$ cat src/sv/fsc_pkg.sv
`timescale 1ns / 1ps
// ----------------------------------------------------------------------------
// Fan speed controller package
// Widths, filter coefficients, register map, reset values and sequencer states.
// ----------------------------------------------------------------------------
package fsc_pkg;

    localparam int TEMP_W   = 19;   // signed millidegrees
    localparam int LVL_W    = 12;   // fan level
    localparam int DB_W     = 8;    // deadband width
    localparam int COEF_W   = 16;   // filter coefficient width, also the fraction of 1.0

    localparam logic [COEF_W-1:0] COEF_KEEP = 16'd58982;
    localparam logic [COEF_W-1:0] COEF_NEW  = 16'd6554;

    localparam int DECIMATION_DEF = 4;
    localparam int FRAC_BITS_DEF  = 16;

    // ramp arithmetic: (f - off) is non-negative there and below 2^20
    localparam int DIFF_W = TEMP_W + 1;
    localparam int NUM_W  = DIFF_W + LVL_W;
    localparam int DIV_W  = TEMP_W;     // high - off is below 2^19

    // configuration port
    localparam int REG_NUM = 8;
    localparam int ADDR_W  = 5;
    localparam int DATA_W  = 32;

    // stream payload
    localparam int IN_TDATA_W  = 24;
    localparam int OUT_USED_W  = LVL_W + 3 + TEMP_W;
    localparam int OUT_TDATA_W = 40;

    typedef enum logic [2:0] {
        REG_ON_TEMP,
        REG_OFF_TEMP,
        REG_HIGH_TEMP,
        REG_MIN_FAN,
        REG_KICK_FAN,
        REG_MAX_FAN,
        REG_UP_DB,
        REG_DOWN_DB
    } t_reg_idx;

    localparam logic signed [TEMP_W-1:0] ON_TEMP_RST   = 19'sd65000;
    localparam logic signed [TEMP_W-1:0] OFF_TEMP_RST  = 19'sd60000;
    localparam logic signed [TEMP_W-1:0] HIGH_TEMP_RST = 19'sd80000;
    localparam logic [LVL_W-1:0]         MIN_FAN_RST   = 12'd150;
    localparam logic [LVL_W-1:0]         KICK_FAN_RST  = 12'd200;
    localparam logic [LVL_W-1:0]         MAX_FAN_RST   = 12'd480;
    localparam logic [DB_W-1:0]          UP_DB_RST     = 8'd5;
    localparam logic [DB_W-1:0]          DOWN_DB_RST   = 8'd10;
    localparam int                       FILT_RST_INT  = 25000;

    typedef enum logic [2:0] {
        S_IDLE,
        S_FILT,
        S_UPD,
        S_CTRL,
        S_DIV,
        S_RAMP,
        S_APPLY,
        S_DONE
    } t_state;

endpackage

$ cat src/sv/fan_speed_controller_top.sv
`timescale 1ns / 1ps
// ----------------------------------------------------------------------------
// Fan speed controller
// Smoothed temperature, on/off hysteresis and a linear ramp with deadbands.
// ----------------------------------------------------------------------------
// Usage:
//   Each input transaction on the s-channel carries one temperature sample in
//   signed millidegrees. Every sample produces exactly one output transaction
//   on the m-channel: applied level, fan state, level-changed flag, control
//   tick flag and the integer part of the smoothed temperature.
//   One shared adder runs the filter and the ramp divide under a small
//   sequencer: a bit-serial shift-add for the filter, then the control step.
//   A small multiplier forms the ramp numerator, and the divide for the ramp
//   runs 32 restoring steps on the shared adder. A kick, a stop or a flat
//   ramp level is checked, and the ramp divide runs, only on every
//   DECIMATION-th sample, and only when the control step calls for it.
//   The block is ready for the next sample once the result is registered.
//   s_tready is low while a sample is being worked on. The result sits in
//   an output register; the block takes the next sample while it waits. If
//   the receiver still stalls when the next result is done, the sequencer
//   holds that result until the register frees. Synchronous reset restores the
//   register defaults, sets the smoothed temperature to 25000 millidegrees,
//   turns the fan off at level 0 and clears the sample counter. Write
//   configuration only while idle.
// ----------------------------------------------------------------------------
module fan_speed_controller_top #(
    parameter int DECIMATION = fsc_pkg::DECIMATION_DEF,
    parameter int FRAC_BITS  = fsc_pkg::FRAC_BITS_DEF
) (
    input  logic                               i_clk,
    input  logic                               i_rst_n,
    // configuration
    input  logic                               psel,
    input  logic                               penable,
    input  logic                               pwrite,
    input  logic [fsc_pkg::ADDR_W-1:0]         paddr,
    input  logic [fsc_pkg::DATA_W-1:0]         pwdata,
    output logic [fsc_pkg::DATA_W-1:0]         prdata,
    output logic                               pready,
    // sample input
    input  logic                               i_s_tvalid,
    output logic                               o_s_tready,
    input  logic [fsc_pkg::IN_TDATA_W-1:0]     i_s_tdata,   // [18:0] temp_sample
    // result output
    output logic                               o_m_tvalid,
    input  logic                               i_m_tready,
    // [11:0] duty_level, [12] fan_running, [13] level_changed,
    // [14] control_tick, [33:15] smoothed_temp
    output logic [fsc_pkg::OUT_TDATA_W-1:0]    o_m_tdata
);
    import fsc_pkg::*;

    localparam int FW         = FRAC_BITS + TEMP_W + 1;   // filter state width
    localparam int AW         = FW + COEF_W + 1;          // shared adder width
    localparam int FI_W       = TEMP_W + 1;               // integer part of filter
    localparam int LX         = NUM_W + 3;                // signed ramp level
    localparam int COEF_IDX_W = $clog2(COEF_W);
    localparam int STEPS_MAX  = (NUM_W > 2 * COEF_W) ? NUM_W : 2 * COEF_W;
    localparam int STEP_W     = $clog2(STEPS_MAX);
    localparam int SMP_W      = (DECIMATION > 1) ? $clog2(DECIMATION) : 1;
    localparam logic [FW-1:0] FILT_RST = FW'(FILT_RST_INT) << FRAC_BITS;

    // configuration registers
    logic signed [TEMP_W-1:0] r_on_temp;
    logic signed [TEMP_W-1:0] r_off_temp;
    logic signed [TEMP_W-1:0] r_high_temp;
    logic [LVL_W-1:0]         r_min_fan;
    logic [LVL_W-1:0]         r_kick_fan;
    logic [LVL_W-1:0]         r_max_fan;
    logic [DB_W-1:0]          r_up_db;
    logic [DB_W-1:0]          r_down_db;

    // control state
    t_state              r_state, n_state;
    logic [FW-1:0]       r_f;
    logic                r_fan_on;
    logic [LVL_W-1:0]    r_app;
    logic [SMP_W-1:0]    r_smp;
    logic [STEP_W-1:0]   r_step;
    logic                r_tick;
    logic                r_changed;
    logic                r_out_valid;
    logic [OUT_TDATA_W-1:0] r_out_data;

    // datapath registers
    logic [TEMP_W-1:0]   r_t;
    logic [AW-1:0]       r_acc;
    logic [AW-1:0]       r_opnd;
    logic [NUM_W-1:0]    r_num;       // dividend, shifts into quotient
    logic [DIV_W-1:0]    r_rem;
    logic [DIV_W-1:0]    r_div;
    logic                r_neg;
    logic [LVL_W-1:0]    r_req;

    // ------------------------------------------------------------------
    // Configuration port: no wait states
    // ------------------------------------------------------------------
    t_reg_idx reg_idx;
    logic     cfg_wr;

    assign pready  = 1'b1;
    assign reg_idx = t_reg_idx'(paddr[ADDR_W-1:2]);
    assign cfg_wr  = psel & penable & pwrite & pready;

    always_ff @(posedge i_clk) begin
        if (!i_rst_n) begin
            r_on_temp   <= ON_TEMP_RST;
            r_off_temp  <= OFF_TEMP_RST;
            r_high_temp <= HIGH_TEMP_RST;
            r_min_fan   <= MIN_FAN_RST;
            r_kick_fan  <= KICK_FAN_RST;
            r_max_fan   <= MAX_FAN_RST;
            r_up_db     <= UP_DB_RST;
            r_down_db   <= DOWN_DB_RST;
        end else if (cfg_wr) begin
            case (reg_idx)
                REG_ON_TEMP:   r_on_temp   <= pwdata[TEMP_W-1:0];
                REG_OFF_TEMP:  r_off_temp  <= pwdata[TEMP_W-1:0];
                REG_HIGH_TEMP: r_high_temp <= pwdata[TEMP_W-1:0];
                REG_MIN_FAN:   r_min_fan   <= pwdata[LVL_W-1:0];
                REG_KICK_FAN:  r_kick_fan  <= pwdata[LVL_W-1:0];
                REG_MAX_FAN:   r_max_fan   <= pwdata[LVL_W-1:0];
                REG_UP_DB:     r_up_db     <= pwdata[DB_W-1:0];
                REG_DOWN_DB:   r_down_db   <= pwdata[DB_W-1:0];
                default: ;
            endcase
        end
    end

    always_comb begin
        case (reg_idx)
            REG_ON_TEMP:   prdata = {{(DATA_W-TEMP_W){r_on_temp[TEMP_W-1]}}, r_on_temp};
            REG_OFF_TEMP:  prdata = {{(DATA_W-TEMP_W){r_off_temp[TEMP_W-1]}}, r_off_temp};
            REG_HIGH_TEMP: prdata = {{(DATA_W-TEMP_W){r_high_temp[TEMP_W-1]}}, r_high_temp};
            REG_MIN_FAN:   prdata = {{(DATA_W-LVL_W){1'b0}}, r_min_fan};
            REG_KICK_FAN:  prdata = {{(DATA_W-LVL_W){1'b0}}, r_kick_fan};
            REG_MAX_FAN:   prdata = {{(DATA_W-LVL_W){1'b0}}, r_max_fan};
            REG_UP_DB:     prdata = {{(DATA_W-DB_W){1'b0}}, r_up_db};
            REG_DOWN_DB:   prdata = {{(DATA_W-DB_W){1'b0}}, r_down_db};
            default:       prdata = '0;
        endcase
    end

    // ------------------------------------------------------------------
    // Shared adder: filter shift-add and restoring divide both run here
    // ------------------------------------------------------------------
    logic [AW-1:0] u_a, u_b, u_sum;
    logic          u_sub;

    assign u_sum = u_a + (u_sub ? ~u_b : u_b) + AW'(u_sub);

    // filter step: phase 0 walks the keep coefficient over f,
    // phase 1 walks the new-sample coefficient over t << FRAC_BITS
    logic                  filt_phase;
    logic [COEF_IDX_W-1:0] coef_idx;
    logic                  coef_bit;
    logic [AW-1:0]         t_scaled;
    logic                  div_neg;

    assign filt_phase = r_step[COEF_IDX_W];
    assign coef_idx   = r_step[COEF_IDX_W-1:0];
    assign coef_bit   = filt_phase ? COEF_NEW[coef_idx] : COEF_KEEP[coef_idx];
    assign t_scaled   = {{(AW-TEMP_W){r_t[TEMP_W-1]}}, r_t} << FRAC_BITS;
    assign div_neg    = u_sum[AW-1];

    always_comb begin
        u_a   = '0;
        u_b   = '0;
        u_sub = 1'b0;
        case (r_state)
            S_FILT: begin
                u_a = r_acc;
                u_b = coef_bit ? r_opnd : '0;
            end
            S_DIV: begin
                // trial subtract of the divisor from the shifted remainder
                u_a   = {{(AW-DIV_W-1){1'b0}}, r_rem, r_num[NUM_W-1]};
                u_b   = {{(AW-DIV_W){1'b0}}, r_div};
                u_sub = 1'b1;
            end
            default: ;
        endcase
    end

    // ------------------------------------------------------------------
    // Control step decode
    // ------------------------------------------------------------------
    logic signed [FI_W-1:0] fi;
    logic signed [FI_W-1:0] on_ext, off_ext, high_ext;
    logic signed [FI_W:0]   diff_full;
    logic signed [FI_W-1:0] span;
    logic [DIFF_W-1:0]      ramp_diff;
    logic signed [LVL_W:0]  mdiff;
    logic [LVL_W:0]         mdiff_inv;
    logic                   mneg;
    logic [LVL_W-1:0]       mmag;
    logic [NUM_W-1:0]       prod;
    logic                   tick;
    logic                   go_on, go_off, ramp_flat;

    assign fi        = r_f[FW-1 -: FI_W];
    assign on_ext    = {r_on_temp[TEMP_W-1], r_on_temp};
    assign off_ext   = {r_off_temp[TEMP_W-1], r_off_temp};
    assign high_ext  = {r_high_temp[TEMP_W-1], r_high_temp};
    assign diff_full = {fi[FI_W-1], fi} - {off_ext[FI_W-1], off_ext};
    assign ramp_diff = diff_full[DIFF_W-1:0];    // f >= off on the ramp path
    assign span      = high_ext - off_ext;
    assign mdiff     = {1'b0, r_max_fan} - {1'b0, r_min_fan};
    assign mdiff_inv = -mdiff;
    assign mneg      = mdiff[LVL_W];
    assign mmag      = mneg ? mdiff_inv[LVL_W-1:0] : mdiff[LVL_W-1:0];
    assign prod      = NUM_W'(ramp_diff) * NUM_W'(mmag);
    assign tick      = (r_smp == SMP_W'(DECIMATION - 1));
    assign go_on     = !r_fan_on && (fi > on_ext);
    assign go_off    = r_fan_on && (fi < off_ext);
    assign ramp_flat = (r_high_temp <= r_off_temp);

    // ramp level with floor, then clamp to 0..max_fan
    logic signed [LX-1:0] q_mag, q_sgn, lvl, max_ext;
    logic [LVL_W-1:0]     lvl_clamp;

    assign q_mag   = {{(LX-NUM_W){1'b0}}, r_num};
    assign q_sgn   = r_neg ? (-q_mag - LX'(r_rem != '0)) : q_mag;
    assign lvl     = {{(LX-LVL_W){1'b0}}, r_min_fan} + q_sgn;
    assign max_ext = {{(LX-LVL_W){1'b0}}, r_max_fan};

    always_comb begin
        if (lvl[LX-1]) begin
            lvl_clamp = '0;
        end else if (lvl > max_ext) begin
            lvl_clamp = r_max_fan;
        end else begin
            lvl_clamp = lvl[LVL_W-1:0];
        end
    end

    // deadband check against the applied level
    logic [LVL_W:0] rise, fall, up_ext, dn_ext;
    logic           take_new;

    assign rise     = {1'b0, r_req} - {1'b0, r_app};
    assign fall     = {1'b0, r_app} - {1'b0, r_req};
    assign up_ext   = {{(LVL_W+1-DB_W){1'b0}}, r_up_db};
    assign dn_ext   = {{(LVL_W+1-DB_W){1'b0}}, r_down_db};
    assign take_new = ((r_req > r_app) && (rise >= up_ext)) ||
                      ((r_req < r_app) && (fall >= dn_ext));

    // ------------------------------------------------------------------
    // Sequencer
    // ------------------------------------------------------------------
    logic s_acc;
    logic out_free;

    assign o_s_tready = (r_state == S_IDLE);
    assign s_acc      = i_s_tvalid && o_s_tready;
    assign out_free   = !r_out_valid || i_m_tready;

    always_comb begin
        n_state = r_state;
        case (r_state)
            S_IDLE:  if (s_acc) n_state = S_FILT;
            S_FILT:  if (r_step == STEP_W'(2 * COEF_W - 1)) n_state = S_UPD;
            S_UPD:   n_state = S_CTRL;
            S_CTRL: begin
                if (tick && (go_on || go_off)) begin
                    n_state = S_APPLY;
                end else if (tick && r_fan_on) begin
                    n_state = ramp_flat ? S_APPLY : S_DIV;
                end else begin
                    n_state = S_DONE;
                end
            end
            S_DIV:   if (r_step == STEP_W'(NUM_W - 1)) n_state = S_RAMP;
            S_RAMP:  n_state = S_APPLY;
            S_APPLY: n_state = S_DONE;
            S_DONE:  if (out_free) n_state = S_IDLE;
            default: n_state = S_IDLE;
        endcase
    end

    always_ff @(posedge i_clk) begin
        if (!i_rst_n) begin
            r_state <= S_IDLE;
        end else begin
            r_state <= n_state;
        end
    end

    // control registers
    always_ff @(posedge i_clk) begin
        if (!i_rst_n) begin
            r_f         <= FILT_RST;
            r_fan_on    <= 1'b0;
            r_app       <= '0;
            r_smp       <= '0;
            r_step      <= '0;
            r_tick      <= 1'b0;
            r_changed   <= 1'b0;
            r_out_valid <= 1'b0;
        end else begin
            case (r_state)
                S_IDLE: r_step <= '0;
                S_FILT: r_step <= r_step + STEP_W'(1);
                S_UPD: begin
                    // drop the 16 coefficient fraction bits (floor)
                    r_f <= r_acc[COEF_W +: FW];
                end
                S_CTRL: begin
                    r_step    <= '0;
                    r_tick    <= tick;
                    r_changed <= 1'b0;
                    r_smp     <= tick ? '0 : r_smp + SMP_W'(1);
                    if (tick && go_on) begin
                        r_fan_on <= 1'b1;
                    end else if (tick && go_off) begin
                        r_fan_on <= 1'b0;
                    end
                end
                S_DIV: r_step <= r_step + STEP_W'(1);
                S_APPLY: begin
                    if (take_new) begin
                        r_app     <= r_req;
                        r_changed <= 1'b1;
                    end
                end
                default: ;
            endcase

            if (r_state == S_DONE && out_free) begin
                r_out_valid <= 1'b1;
            end else if (i_m_tready) begin
                r_out_valid <= 1'b0;
            end
        end
    end

    // datapath registers, no reset
    always_ff @(posedge i_clk) begin
        case (r_state)
            S_IDLE: begin
                if (s_acc) begin
                    r_t    <= i_s_tdata[TEMP_W-1:0];
                    r_acc  <= '0;
                    r_opnd <= {{(AW-FW){r_f[FW-1]}}, r_f};
                end
            end
            S_FILT: begin
                r_acc <= u_sum;
                // switch to the sample term after the last keep bit
                if (!filt_phase && coef_idx == COEF_IDX_W'(COEF_W - 1)) begin
                    r_opnd <= t_scaled;
                end else begin
                    r_opnd <= r_opnd << 1;
                end
            end
            S_CTRL: begin
                r_rem <= '0;
                r_num <= prod;
                r_neg <= mneg;
                r_div <= span[DIV_W-1:0];
                if (go_on) begin
                    r_req <= r_kick_fan;
                end else if (go_off) begin
                    r_req <= '0;
                end else begin
                    r_req <= r_max_fan;
                end
            end
            S_DIV: begin
                r_num <= {r_num[NUM_W-2:0], !div_neg};
                if (div_neg) begin
                    r_rem <= {r_rem[DIV_W-2:0], r_num[NUM_W-1]};
                end else begin
                    r_rem <= u_sum[DIV_W-1:0];
                end
            end
            S_RAMP: r_req <= lvl_clamp;
            S_DONE: begin
                if (out_free) begin
                    r_out_data <= {{(OUT_TDATA_W-OUT_USED_W){1'b0}},
                                   fi[TEMP_W-1:0], r_tick, r_changed, r_fan_on, r_app};
                end
            end
            default: ;
        endcase
    end

    assign o_m_tvalid = r_out_valid;
    assign o_m_tdata  = r_out_data;

`ifndef SYNTHESIS
    // one sample in flight: ready drops right after an accepted transaction
    a_one_in_flight: assert property (@(posedge i_clk) disable iff (!i_rst_n)
        (i_s_tvalid && o_s_tready) |=> !o_s_tready)
        else $error("sample accepted while another is in flight");

    // a level change happens only on a control tick
    a_change_on_tick: assert property (@(posedge i_clk) disable iff (!i_rst_n)
        o_m_tvalid |-> (!o_m_tdata[LVL_W+1] || o_m_tdata[LVL_W+2]))
        else $error("level change without control tick");

    // a change that leaves the fan off can only be the stop to level 0
    a_stop_level: assert property (@(posedge i_clk) disable iff (!i_rst_n)
        (o_m_tvalid && o_m_tdata[LVL_W+1] && !o_m_tdata[LVL_W]) |->
        (o_m_tdata[LVL_W-1:0] == '0))
        else $error("fan stopped with nonzero applied level");

    // divide only runs with a positive span
    a_div_span: assert property (@(posedge i_clk) disable iff (!i_rst_n)
        (r_state == S_DIV) |-> (r_div != '0))
        else $error("ramp divide with zero divisor");

    a_smp_range: assert property (@(posedge i_clk) disable iff (!i_rst_n)
        (int'(r_smp) < DECIMATION))
        else $error("sample counter out of range");
`endif

endmodule

$ cat config.mk
export PLATFORM = sky130hd
export DESIGN_NAME = fan_speed_controller_top
export DESIGN_NICKNAME = d
export VERILOG_FILES = /design/src/sv/fsc_pkg.sv /design/src/sv/fan_speed_controller_top.sv
export SDC_FILE = /design/constraint.sdc
export NUM_CORES = 2
export LEC_CHECK = 0
export BUFFER_PORTS_ARGS = -buffer_cell sky130_fd_sc_hd__buf_2
export CAP_MARGIN = 25
export CORE_ASPECT_RATIO = 0.9
export CORE_UTILIZATION = 45
export CTS_CLUSTER_SIZE = 12
export DETAILED_ROUTE_END_ITERATION = 8
export PLACE_DENSITY_LB_ADDON = 0.25
export SYNTH_ARGS = -nofsm -noshare
export SYNTH_HDL_FRONTEND = slang
export SYNTH_SLANG_ARGS = --single-unit
$ cat constraint.sdc
create_clock -name i_clk -period 26.7 [get_ports i_clk]
set_input_delay 5.34 -clock i_clk [delete_from_list [all_inputs] [get_ports i_clk]]
set_output_delay 5.34 -clock i_clk [all_outputs]
set_load 0.01 [all_outputs]
==> flow_summary.ini <==
[floorplanning]
die-area_sq_um = 80000
core.rowCount = 97
die_x_microns = 298
die_y_microns = 268
initial_core_util = 0.455
io_pins = 143
core_area_sq_um = 77900

[placed_design]
io_buffers = 115
place_area_sq_um = 37000
hpwl_microns = 73300
place.gp.congestion = 0.906

[yosys]
synth_edf_count = 240
mappedNetlistArea_sq_um = 35500
synth_area_per_cell_sq_um = 8.48
ys_types = 93
ys_async_sr_fraction = 0
ys_ff_latch = 413
synthCells = 4187
ys.flop_type = edfxtp_1
yosysWarnings = 0
synth-seq-area-share = 0.301

[timing]
slew_headroom = 0.309
hold_viol_final = 0
finalClockSkew_ns = 0.0444
setup_viol = 0
max_clock_freq_mhz = 78.1
max_slew.worst_pin.slew_ns = 1.03
setup-tns-final_ns = 0
grt_setup_unrepaired = no
report.final.slew_viol_count = 0
fin_crit_ns = 12.81
fin_crit_sh = 0.480

[cells_and_area]
nFillCells = 7605
fin_util = 0.495
finalInstanceArea_sq_um = 38600
area_growth_pct = 8.70
drive_gt1_frac = 0.0743
nets = 4750
antenna_cells = 0

[worst_setup_path]
path_cells = buf_2 > buf_4 > nor2b_1 > a21oi_1 > nor2_1 > buf_6 > buf_2
path_max_fanout = 48
worstSetupStartpoint = paddr[2]
critPathMostFrequentCell = buf_2
end_kind = primary output
cp_top_family = simple AND/OR/NAND/NOR gates
cp-start-kind = primary input
path_buf_inv = 4
crit_path_max_incr_delay_ns = 0.79
slowest_stage = nor2b_1
regToRegStartpoint = r_max_fan[0]$_SDFFE_PN0P_
path_class = in2out
cp.arrival_ns = 7.47
cp.required_ns = 21.36

[cts]
cts_buffer_depth = 3
htree_num_levels = 2
cts_tree = built
cts_hold_buf = 0
cts-root-buf = clkbuf_16
cts.sinks = 413
clkTransAtPathRegs_ns = 0.06
cts_setup_buffers = 0
cts_resized = 0
clkLatencyLatePin_ns = 0.60
cts_buffers = 47

[power]
total_leakage_power_uw = 0.0167
power_density_nw_per_um2 = 69.3
worst_ir_drop_vdd_mv = 0.0890

[global_routing]
grt_util_all_layers = 0.244
gr-total-overflow = 0
grt_pass1_wl_microns = 156000
grt_max_degree = 85
first_global_vias = 27932
antenna_found_initial = 0

[run]
drv_cap = 0

[drt]
wirelength_microns = 97800
remaining_drc_errors = 0
via_per_inst = 5.54
wl_per_cell_microns = 18.5
drt_iter0_drc = 2240
dr.pass1.iters = 5
drtAntennaViolNets = 0
route.vias.total = 29243

[status]
outcome = completed

[hold_path]
hp-start = r_tick$_SDFFE_PN0P_
hp-class = reg2reg
flip-flops by register name, indices dropped and copies added, names as in the netlist, 2 cells and up, named ones only:
signal and cells:
r_acc 52, r_opnd 52, r_f 36, o_m_tdata 34, r_num 32, r_div 19
r_high_temp 19, r_off_temp 19, r_on_temp 19, r_rem 19, r_t 19, r_app 12
r_kick_fan 12, r_max_fan 12, r_min_fan 12, r_req 12, r_down_db 8, r_up_db 8
r_step 5, r_state 3, r_smp 2
report_power, final:
part	leakage, uW	switching, uW	internal (uW)
Combinational	0.0122	685	557
Clock	0.000761	279	384
Sequential	0.00375	10.7	759
Total	0.0167	975	1700
final cells by class:
| type | instances | area (sq um) | area share |
|---|---|---|---|
| multi-input combinational | 3127 | 22400 | 0.580 |
| sequential | 413 | 10700 | 0.277 |
| inverter | 443 | 1670 | 0.0432 |
| clock buffer | 73 | 1410 | 0.0365 |
| tap | 1039 | 1300 | 0.0337 |
| timing repair buffer | 166 | 1020 | 0.0264 |
| clock inverter | 15 | 153 | 0.00396 |
final timing paths:
| kind | slack (ns) | depth (start not counted) | end |
|---|---|---|---|
| setup / recovery | 13.89 | 7 | prdata[24] |
| hold / removal | 0.43 | 0 | o_m_tdata[14]$_DFFE_PP_ |
| setup reg to reg | 15.91 | 35 | r_num[31]$_DFFE_PP_ |
| hold reg to reg | 0.43 | 0 | o_m_tdata[14]$_DFFE_PP_ |
placed cells by master (no fill, tap or decap), drive strengths merged, types with 16 or more instances in the layout:
master  instances
nand2         669
inv           443
nor2          337
ha            297
a21oi         287
edfxtp        240
o21ai         216
fa            187
dfxtp         173
buf           166
xnor2          88
nand3          78
clkbuf         73
mux2i          72
a21o           72
and2           69
xor2           61
nand2b         60
nor2b          56
nor3           51
o211ai         43
nand4          39
a31oi          31
o21a           28
or2            28
a211oi         25
o21bai         24
nand3b         24
a21boi         24
a22o           23
or3            22
and3           20
o31ai          16
logic make-up (layout without fill, tap and decap cells):
| group | Yosys count | count (layout) | synth area share |
|---|---|---|---|
| mux | 84 | 84 | 0.0260 |
| other cells | 2 | 7 | 0.000212 |
| compound gates | 906 | 906 | 0.163 |
| buf+inv | 652 | 697 | 0.0717 |
| flops | 413 | 413 | 0.301 |
| simple gates | 1497 | 1497 | 0.192 |
| fa+ha+maj | 484 | 484 | 0.210 |
| xor+xnor | 149 | 149 | 0.0368 |
cells in the mapped netlist, types with 8 or more instances:
| master | number | area [sq um] |
|---|---|---|
| edfxtp_1 | 240 | 7210 |
| a21boi_0 | 23 | 173 |
| a221oi_1 | 11 | 96.3 |
| inv_1 | 441 | 1660 |
| o221ai_2 | 10 | 150 |
| fa_1 | 187 | 3740 |
| a31oi_1 | 31 | 194 |
| xor2_1 | 61 | 534 |
| ha_1 | 297 | 3720 |
| a21oi_1 | 286 | 1430 |
| o211ai_1 | 42 | 315 |
| o21bai_1 | 24 | 180 |
| or2_2 | 26 | 163 |
| a21o_1 | 72 | 541 |
| or4_1 | 12 | 90.1 |
| mux2i_1 | 72 | 721 |
| o21a_1 | 28 | 210 |
| nor2b_1 | 56 | 350 |
| or3_1 | 21 | 131 |
| nand2_1 | 669 | 2510 |
| and2_1 | 69 | 432 |
| nand3_1 | 77 | 385 |
| a211oi_1 | 22 | 165 |
| dfxtp_1 | 173 | 3460 |
| o21ai_0 | 210 | 1050 |
| nor3_1 | 51 | 255 |
| nor2_1 | 337 | 1260 |
| o31ai_1 | 16 | 120 |
| nand4_1 | 39 | 244 |
| xnor2_1 | 88 | 771 |
| a22o_1 | 23 | 201 |
| and3_1 | 20 | 125 |
| a22oi_1 | 8 | 60.1 |
| nand2b_1 | 60 | 375 |
| nor4_1 | 14 | 87.6 |
| buf_4 | 20 | 150 |
| o31a_1 | 8 | 70.1 |
| o22ai_1 | 10 | 62.6 |
| nand3b_1 | 23 | 173 |
| clkbuf_1 | 166 | 623 |
| buf_1 | 15 | 56.3 |
stage by stage:
step / cells / total power, uW / setup WS [ns] / hold WS (ns)
finish: 5276 / 2670 / 13.89 / 0.433
global route: 5276 / 2910 / 13.77 / 0.457
CTS: 5273 / 2700 / 13.95 / 0.435
detailed placement: 5185 / 2020 / 13.95 / 0.420
global placement: 5181 / 2010 / 13.33 / 0.416
floorplan: 4192 / 1780 / 14.00 / 0.408
routing by layer:
metal  vias up  GRT usage  part of all wire
met1     14037      0.344              0.47
met5         -          0                 0
met3       134     0.0263             0.055
li1      14308          -                 -
met2       764      0.399              0.45
met4         0     0.0596             0.024
Power figures use the tool's default switching activity.
